File: config.mk
export PLATFORM = sky130hd
export DESIGN_NAME = iph_control
export DESIGN_NICKNAME = d
export VERILOG_FILES = /design/src/iph_pkg.sv /design/src/iph_control.sv
export VERILOG_INCLUDE_DIRS = /design/src /design/src/src
export SDC_FILE = /design/constraint.sdc
export NUM_CORES = 1
export LEC_CHECK = 0
export BUFFER_PORTS_ARGS = -buffer_cell sky130_fd_sc_hd__buf_2
export CELL_PAD_IN_SITES_DETAIL_PLACEMENT = 0
export CELL_PAD_IN_SITES_GLOBAL_PLACEMENT = 1
export CORE_ASPECT_RATIO = 1.4
export CORE_MARGIN = 1.5
export CORE_UTILIZATION = 32
export DETAILED_ROUTE_END_ITERATION = 10
export PLACE_DENSITY_LB_ADDON = 0.1
export SKIP_LAST_GASP = 1
export SYNTH_ARGS = -nofsm -noshare
export SYNTH_HDL_FRONTEND = slang
export SYNTH_SLANG_ARGS = --single-unit
File: constraint.sdc
create_clock -name clk -period 1.9 [get_ports clk]
set_input_delay 0.19 -clock clk [delete_from_list [all_inputs] [get_ports clk]]
set_output_delay 0.19 -clock clk [all_outputs]
set_load 0.02 [all_outputs]
File: src/indexed_priority_heap_core_macros.svh
// Assertion macros used by the heap controller.
// Depends on nothing; included by iph_control.
`ifndef INDEXED_PRIORITY_HEAP_CORE_MACROS_SVH
`define INDEXED_PRIORITY_HEAP_CORE_MACROS_SVH

// Implication checked on every rising clock edge outside reset.
`define IPH_ASSERT_IMP(label, clk, rst, pre, post) \
  label: assert property (@(posedge clk) disable iff (rst) (pre) |-> (post)) \
    else $error("heap check failed");

// Next-cycle implication checked outside reset.
`define IPH_ASSERT_NEXT(label, clk, rst, pre, post) \
  label: assert property (@(posedge clk) disable iff (rst) (pre) |=> (post)) \
    else $error("heap check failed");

`endif

File: src/iph_pkg.sv
// Package of the indexed priority heap: types, codes and sizes.
// Depends on nothing; used by every module of the block.
package iph_pkg;

  localparam int CAPACITY = 256;
  localparam int PRIORITY_BITS = 32;
  localparam int ADDR_BITS = $clog2(CAPACITY);
  localparam int COUNT_BITS = $clog2(CAPACITY + 1);

  localparam logic [2:0] KIND_MOVED = 3'd0;
  localparam logic [2:0] KIND_REMOVED = 3'd1;
  localparam logic [2:0] KIND_INSERTED = 3'd2;
  localparam logic [2:0] KIND_FULL = 3'd3;
  localparam logic [2:0] KIND_BAD_POS = 3'd4;

  typedef struct packed {
    logic [15:0] handle;
    logic [PRIORITY_BITS-1:0] prio;
  } entry_t;

  typedef struct packed {
    logic mode;
    logic [15:0] handle;
    logic [31:0] priority_req;
    logic [7:0] position;
  } in_word_t;

  typedef struct packed {
    logic [2:0] kind;
    logic [15:0] out_handle;
    logic [31:0] out_priority;
    logic [7:0] new_position;
    logic last;
  } out_word_t;

  typedef enum logic [4:0] {
    ST_IDLE, ST_CHECK, ST_RM_CAP, ST_RM_OUT, ST_FILL,
    ST_UP_RD, ST_UP_CAP, ST_UP_DEC,
    ST_DN_RD, ST_DN_CAP_A, ST_DN_CAP_B, ST_DN_DEC,
    ST_SW_PEND, ST_SW_A, ST_SW_B, ST_END, ST_ERR_OUT
  } state_t;

  typedef enum logic [2:0] {
    RD_NONE, RD_CUR, RD_PAR, RD_LEFT, RD_RIGHT, RD_LAST
  } rd_sel_t;

  // Controller to datapath.
  typedef struct packed {
    logic take_in;
    logic inc_count;
    logic dec_count;
    rd_sel_t rd;
    logic cap_cur;
    logic cap_a;
    logic cap_b;
    logic wr_cur_a;
    logic wr_other_cur;
    logic wr_fill;
    logic wr_new;
    logic go_other;
    logic set_dir_up;
    logic load_out;
    logic [2:0] out_kind;
    logic [1:0] out_src;
    logic out_last;
  } cmd_t;

  // Datapath to controller.
  typedef struct packed {
    logic mode;
    logic full;
    logic bad_pos;
    logic pos_is_last;
    logic at_root;
    logic has_left;
    logic has_right;
    logic up_swap;
    logic down_swap;
    logic dir_up;
  } status_t;

  localparam logic [1:0] SRC_CUR = 2'd0;
  localparam logic [1:0] SRC_OTHER = 2'd1;
  localparam logic [1:0] SRC_INPUT = 2'd2;
  localparam logic [1:0] SRC_BAD = 2'd3;

endpackage

File: src/iph_control.sv
// Controller of the heap: sequences inserts, deletes and sifts, drives the
// result handshake. Depends on iph_pkg and the macros header.
`include "indexed_priority_heap_core_macros.svh"
module iph_control
  import iph_pkg::*;
(
  input logic clk,
  input logic rst,
  input logic in_valid,
  output logic in_stall,
  input logic out_stall,
  output logic out_valid,
  input status_t status,
  output cmd_t cmd
);

  state_t state;
  state_t state_next;
  logic pend;
  logic pend_next;
  logic out_valid_next;
  logic out_free;

  assign out_free = !out_valid || !out_stall;
  assign in_stall = (state != ST_IDLE);

  always_ff @(posedge clk) begin
    if (rst) begin
      state <= ST_IDLE;
      pend <= 1'b0;
      out_valid <= 1'b0;
    end else begin
      state <= state_next;
      pend <= pend_next;
      out_valid <= out_valid_next;
    end
  end

  always_comb begin
    state_next = state;
    pend_next = pend;
    cmd = '0;
    cmd.rd = RD_NONE;
    out_valid_next = out_valid && out_stall;
    unique case (state)
      ST_IDLE: begin
        if (in_valid) begin
          cmd.take_in = 1'b1;
          state_next = ST_CHECK;
        end
      end
      ST_CHECK: begin
        if (!status.mode) begin
          if (status.full) begin
            state_next = ST_ERR_OUT;
          end else begin
            cmd.wr_new = 1'b1;
            cmd.inc_count = 1'b1;
            pend_next = 1'b0;
            state_next = ST_UP_RD;
          end
        end else if (status.bad_pos) begin
          state_next = ST_ERR_OUT;
        end else begin
          cmd.rd = RD_CUR;
          cmd.dec_count = 1'b1;
          state_next = ST_RM_CAP;
        end
      end
      ST_RM_CAP: begin
        cmd.cap_cur = 1'b1;
        cmd.rd = RD_LAST;
        state_next = ST_RM_OUT;
      end
      ST_RM_OUT: begin
        if (out_free) begin
          cmd.load_out = 1'b1;
          cmd.out_kind = KIND_REMOVED;
          cmd.out_src = SRC_CUR;
          cmd.out_last = status.pos_is_last;
          out_valid_next = 1'b1;
          state_next = status.pos_is_last ? ST_IDLE : ST_FILL;
        end
      end
      ST_FILL: begin
        cmd.wr_fill = 1'b1;
        pend_next = 1'b1;
        state_next = ST_UP_RD;
      end
      ST_UP_RD: begin
        if (status.at_root) begin
          state_next = status.dir_up ? ST_END : ST_DN_RD;
        end else begin
          cmd.rd = RD_PAR;
          state_next = ST_UP_CAP;
        end
      end
      ST_UP_CAP: begin
        cmd.cap_a = 1'b1;
        state_next = ST_UP_DEC;
      end
      ST_UP_DEC: begin
        if (status.up_swap) begin
          cmd.set_dir_up = 1'b1;
          state_next = ST_SW_PEND;
        end else begin
          state_next = status.dir_up ? ST_END : ST_DN_RD;
        end
      end
      ST_DN_RD: begin
        if (status.has_left) begin
          cmd.rd = RD_LEFT;
          state_next = ST_DN_CAP_A;
        end else begin
          state_next = ST_END;
        end
      end
      ST_DN_CAP_A: begin
        cmd.cap_a = 1'b1;
        cmd.rd = RD_RIGHT;
        state_next = ST_DN_CAP_B;
      end
      ST_DN_CAP_B: begin
        cmd.cap_b = 1'b1;
        state_next = ST_DN_DEC;
      end
      ST_DN_DEC: begin
        state_next = status.down_swap ? ST_SW_PEND : ST_END;
      end
      ST_SW_PEND: begin
        if (!pend) begin
          state_next = ST_SW_A;
        end else if (out_free) begin
          cmd.load_out = 1'b1;
          cmd.out_kind = KIND_MOVED;
          cmd.out_src = SRC_CUR;
          out_valid_next = 1'b1;
          state_next = ST_SW_A;
        end
      end
      ST_SW_A: begin
        if (out_free) begin
          cmd.load_out = 1'b1;
          cmd.out_kind = KIND_MOVED;
          cmd.out_src = SRC_OTHER;
          out_valid_next = 1'b1;
          cmd.wr_cur_a = 1'b1;
          state_next = ST_SW_B;
        end
      end
      ST_SW_B: begin
        cmd.wr_other_cur = 1'b1;
        cmd.go_other = 1'b1;
        pend_next = 1'b1;
        state_next = status.dir_up ? ST_UP_RD : ST_DN_RD;
      end
      ST_END: begin
        if (out_free) begin
          cmd.load_out = 1'b1;
          cmd.out_src = SRC_CUR;
          out_valid_next = 1'b1;
          if (pend) begin
            cmd.out_kind = KIND_MOVED;
            cmd.out_last = status.mode;
            pend_next = 1'b0;
            state_next = status.mode ? ST_IDLE : ST_END;
          end else begin
            cmd.out_kind = KIND_INSERTED;
            cmd.out_last = 1'b1;
            state_next = ST_IDLE;
          end
        end
      end
      ST_ERR_OUT: begin
        if (out_free) begin
          cmd.load_out = 1'b1;
          cmd.out_last = 1'b1;
          cmd.out_kind = status.mode ? KIND_BAD_POS : KIND_FULL;
          cmd.out_src = status.mode ? SRC_BAD : SRC_INPUT;
          out_valid_next = 1'b1;
          state_next = ST_IDLE;
        end
      end
      default: state_next = ST_IDLE;
    endcase
  end

  `IPH_ASSERT_IMP(a_stall_busy, clk, rst, state != ST_IDLE, in_stall)
  `IPH_ASSERT_NEXT(a_take_leaves_idle, clk, rst, state == ST_IDLE && in_valid, state == ST_CHECK)
  `IPH_ASSERT_IMP(a_no_overwrite, clk, rst, out_valid && out_stall, !cmd.load_out)

endmodule

Yosys cells after proc, flatten, opt, wreduce, memory -nomap -nowiden
Index checks and enable logic that the tools add are counted.
{"block": "word_totals", "regBits": 7, "inputBits": 14}
{"block": "classes", "n_reduce_logical": 12, "mux": 59, "n_eq_ne": 24}
{"op": "5-bit one-hot mux with 17 select lines", "n": 1}
{"op": "5-bit 2-to-1 mux", "n": 10}
{"op": "5-bit by 4-bit == test with 1-bit output (second input constant)", "n": 8}
{"op": "6-bit one-hot mux with 5 select lines", "n": 1}
{"op": "4-bit 2-to-1 mux", "n": 6}
{"op": "1-bit 2-to-1 mux", "n": 21}
{"op": "7-bit 2-to-1 mux", "n": 3}
{"op": "5-bit by 3-bit == test with 1-bit output (second input constant)", "n": 4}
{"op": "6-bit 2-to-1 mux", "n": 3}
{"op": "3-bit 2-to-1 mux", "n": 5}
{"op": "3-bit one-hot mux with 5 select lines", "n": 1}
{"op": "2-bit inequality test (second input constant)", "n": 7}
{"op": "5-bit by 2-bit == test with 1-bit output (second input constant)", "n": 2}
{"op": "2-bit 2-to-1 mux", "n": 5}
{"op": "1-bit one-hot mux with 3 select lines", "n": 2}
{"op": "6-bit AND reduction", "n": 1}
{"op": "5-bit by 1-bit == test with 1-bit output (second input constant)", "n": 1}
{"op": "5-bit == test (second input constant)", "n": 1}
{"op": "5-bit zero test", "n": 1}
{"op": "5-bit nonzero test", "n": 1}
{"op": "4-bit AND reduction", "n": 1}
{"op": "2-bit OR reduction", "n": 2}
{"op": "4-bit OR reduction", "n": 1}
{"op": "3-bit inequality test (second input constant)", "n": 1}
{"op": "other kinds (5)", "n": 6}

Depth between registers and ports, before layout
{"block": "logic_depth", "word_depth": 5, "ltp_mapped": 7}

Least setup slack after synthesis
Ideal clock, no wire load.
{"block": "synth_path", "kind": "flip-flop to output port", "from": "register state[4]", "to": "output port cmd[1] (netlist bit)", "setup_slack_ns": -0.139, "t_required_ns": 1.710, "stages_incl_launch_ff": 7, "t_arrival_ns": 1.849, "cell_sequence": "dfxtp_1 -> clkbuf_1 -> buf_1 -> nand2_1 -> nor2_1 -> and2_1 -> or2_2"}
{"element": "start: declaration", "line": "iph_control.sv:17", "text": "state_t state;"}
{"element": "start signal: assignment", "line": "iph_control.sv:33", "text": "state <= state_next;"}
{"element": "end: declaration", "line": "iph_control.sv:14", "text": "output cmd_t cmd"}

==> summary.txt <==
Yosys
  – Largest area contributor in the netlist: dfxtp_1
  – Warnings from Yosys: 0
  – Yosys top cell area share: between 10% and 20%
  – Yosys reg bits: 7
  – Synth Area per Inst: 6.72 µm²
  – Post-synth top cells: nor2_1 (15), nand2_1 (12), nor3_1 (9), dfxtp_1 (7), inv_1 (7)
  – Post-synth EDFFs: 0
  – Cell Area, Synth: approximately 900 µm²
  – Count of cell types in the netlist: 45
  – FFs w/ async S/R, synth: 0%
  – Sequential area share after synthesis: 15.6%
  – Net Count, Synth: 148
  – Gate Count Post-Synth: 134
  – Main synth FF type: dfxtp_1
  – Count leader, synth: nor2_1
  – Top cells by area, synth: dfxtp_1 (16%), nor2_1 (6.3%), nor3_1 (5.0%), nand2_1 (5.0%), a21oi_1 (3.3%)

Die
  – Chip width: roughly 48 µm
  – Starting Density: 34.1%
  – Die area: 3150 µm²
  – Core ar.: 2640 µm²
  – Die Ht: 65.8 µm
  – I/O pin count: 38
  – Core Rows: 22

STA
  – Slew headroom: 73.4%
  – WHS: around 0.23 ns
  – Setup_tns: 0 ns
  – RSZ-0062 raised after global routing: yes
  – Worst-margin pin slew: between 0.3 and 0.4 ns
  – Slew Viols, Final: 0
  – Crit path time final: 1.86 ns
  – Final setup fails: 0
  – Final worst path period share: 98.1%
  – Fin Clk Skew: 0.00244 ns
  – Top achievable clock speed: between 500 and 600 MHz
  – Hold Vio Cnt, Final: 0

Worst setup path
  – CP endpoint kind: primary output
  – Slowest-stage cell, CP: dfxtp_1
  – Critical path cell sequence: buf_4, nor2_1, nand2_1, nor2_2, and2_1, or2_2, buf_2
  – Crit-path max FO: 11
  – CP Launch Type: flop
  – Kind of critical path: reg2out
  – R2R depth: 6
  – WP data required: 1.71 ns
  – CP max stage delay: 0.32 ns
  – Arrival @ worst endpoint: 1.67 ns

Route
  – DR vias/cell: 5.37
  – DR WL/cell: 14.0 µm
  – Drt drc: 0
  – DRT antenna net count: 0
  – Via Count: 1,181
  – TritonRoute pass-1 iters: 4
  – 1st-iter DRT viols: 40
  – Total wire length: 3.07 mm

CTS
  – Clock Path Buffers: 2
  – # H-tree levels: 1
  – Clock Sinks: 7
  – Cts bufs inserted: 3
  – Clk_lat worst skew: approximately 0.25 ns
  – Clock-pin slew on the worst setup and hold paths: 0.05 ns
  – CTS tree: done
  – Clk root buf: clkbuf_4

Hold path
  – Worst hold stages: 2
  – Worst min path class: in2reg

Global routing
  – First-pass GRT wire length: 4.93 mm
  – Remaining global-route overflow: 0
  – Vias in the first global route: 1,087
  – Largest net degree at the start of global routing: 12
  – Tot GR Track Use: 21.4%
  – Initial antenna violation count: 0

Pwr
  – P_leak: 0.610 nW
  – Worst vdd ir: 0.000636 V
  – Pwr Density: between 1000 and 1500 nW/µm²

Cells and area
  – Area grow syn2layout: 42.4%
  – Final nets: ~200
  – Final Util: 48.5%
  – Fraction of layout cells with a size suffix above 1: roughly 42%
  – Ant diodes: 0

Placement
  – GP Congestion: 0.894
  – PortBufs: 36
  – HPWL Detailed: 2.52 mm

Outcome
  – Outcome: complete, no violations

Run
  – Max-cap violations: 0
==> power breakdown <==
group          switching [mW]  leakage [nW]  internal, mW  total [mW]
clock                  0.0526        0.0150        0.0800       0.133
sequential             0.0585        0.0590         0.195       0.254
combinational           0.676         0.536         0.502        1.18
==> timing repair <==
action | CTS | global route
gates resized for setup | 2 | 10
setup endpoints to repair | 3 | 7
hold buffers | 0 | 0
hold endpoints to repair | 0 | 0
buffers inserted | 0 | 1
==> cell usage in the layout (no fill, tap or decap), types with 3 or more instances in the layout <==
cell type and instances:
nand3_1 6, nand2_1 12, nor2_1 13, o21ai_0 6, a32oi_1 3, nor3_1 9, inv_1 6, dfxtp_1 4
nor2b_1 3, a21oi_1 6, buf_2 34, clkbuf_4 3, and3_1 3, nand2b_1 3, buf_4 23
==> sequential cells by signal, summed over array words and instances (netlist names) <==
signal and flops:
out_valid 1, pend 1, state 5
==> logic make-up (layout without fill, tap and decap cells) <==
group	count (synthesis)	in the layout	share of synthesized area, %
buf+inv	18	68	9.03
simple gates	69	69	41.1
mux	2	2	2.22
flops	7	7	15.6
compound gates	38	38	32.1
==> layout make-up <==
class                      instances  area [µm²]
clock buffer                       4        26.3
fill                             302        1360
inverter                           7        26.3
multi-input combinational        109         696
sequential                         7         146
tap                               36        45.0
timing repair buffer              57         343
==> final timing paths <==
path / endpoint / slack, ns / start
setup / recovery: cmd[1] / 0.04 / state[0]
hold / removal: state[4] / 0.23 / rst
setup reg to reg: state[0] / 0.09 / state[4]
hold reg to reg: pend / 0.65 / pend
==> through the flow <==
stage	setup WS, ns	cell area [µm²]	cells	total power [mW]
final	0.0356	1280	220	1.56
after global routing	-0.0493	1280	220	1.69
after CTS	-0.000375	1250	219	1.54
after detailed placement	0.157	1220	215	1.40
after global placement	0.177	1220	215	1.39
after floorplan	0.0155	905	134	0.954
==> per-layer routing <==
metal	up-vias	global-route usage, %	share of wire (%)
met3	4	0.820	2.8
li1	603	-	-
met5	-	0	0
met1	549	29.7	44
met2	25	33.2	52
met4	0	9.12	1.1
==> worst max-delay path, delay by kind of cell (launching register included) <==
family	cells	cell delay, ns
buffers and inverters	2	0.35
DFF	1	0.32
and+or+nand+nor	5	0.75
(Power assumes the default switching activity.)
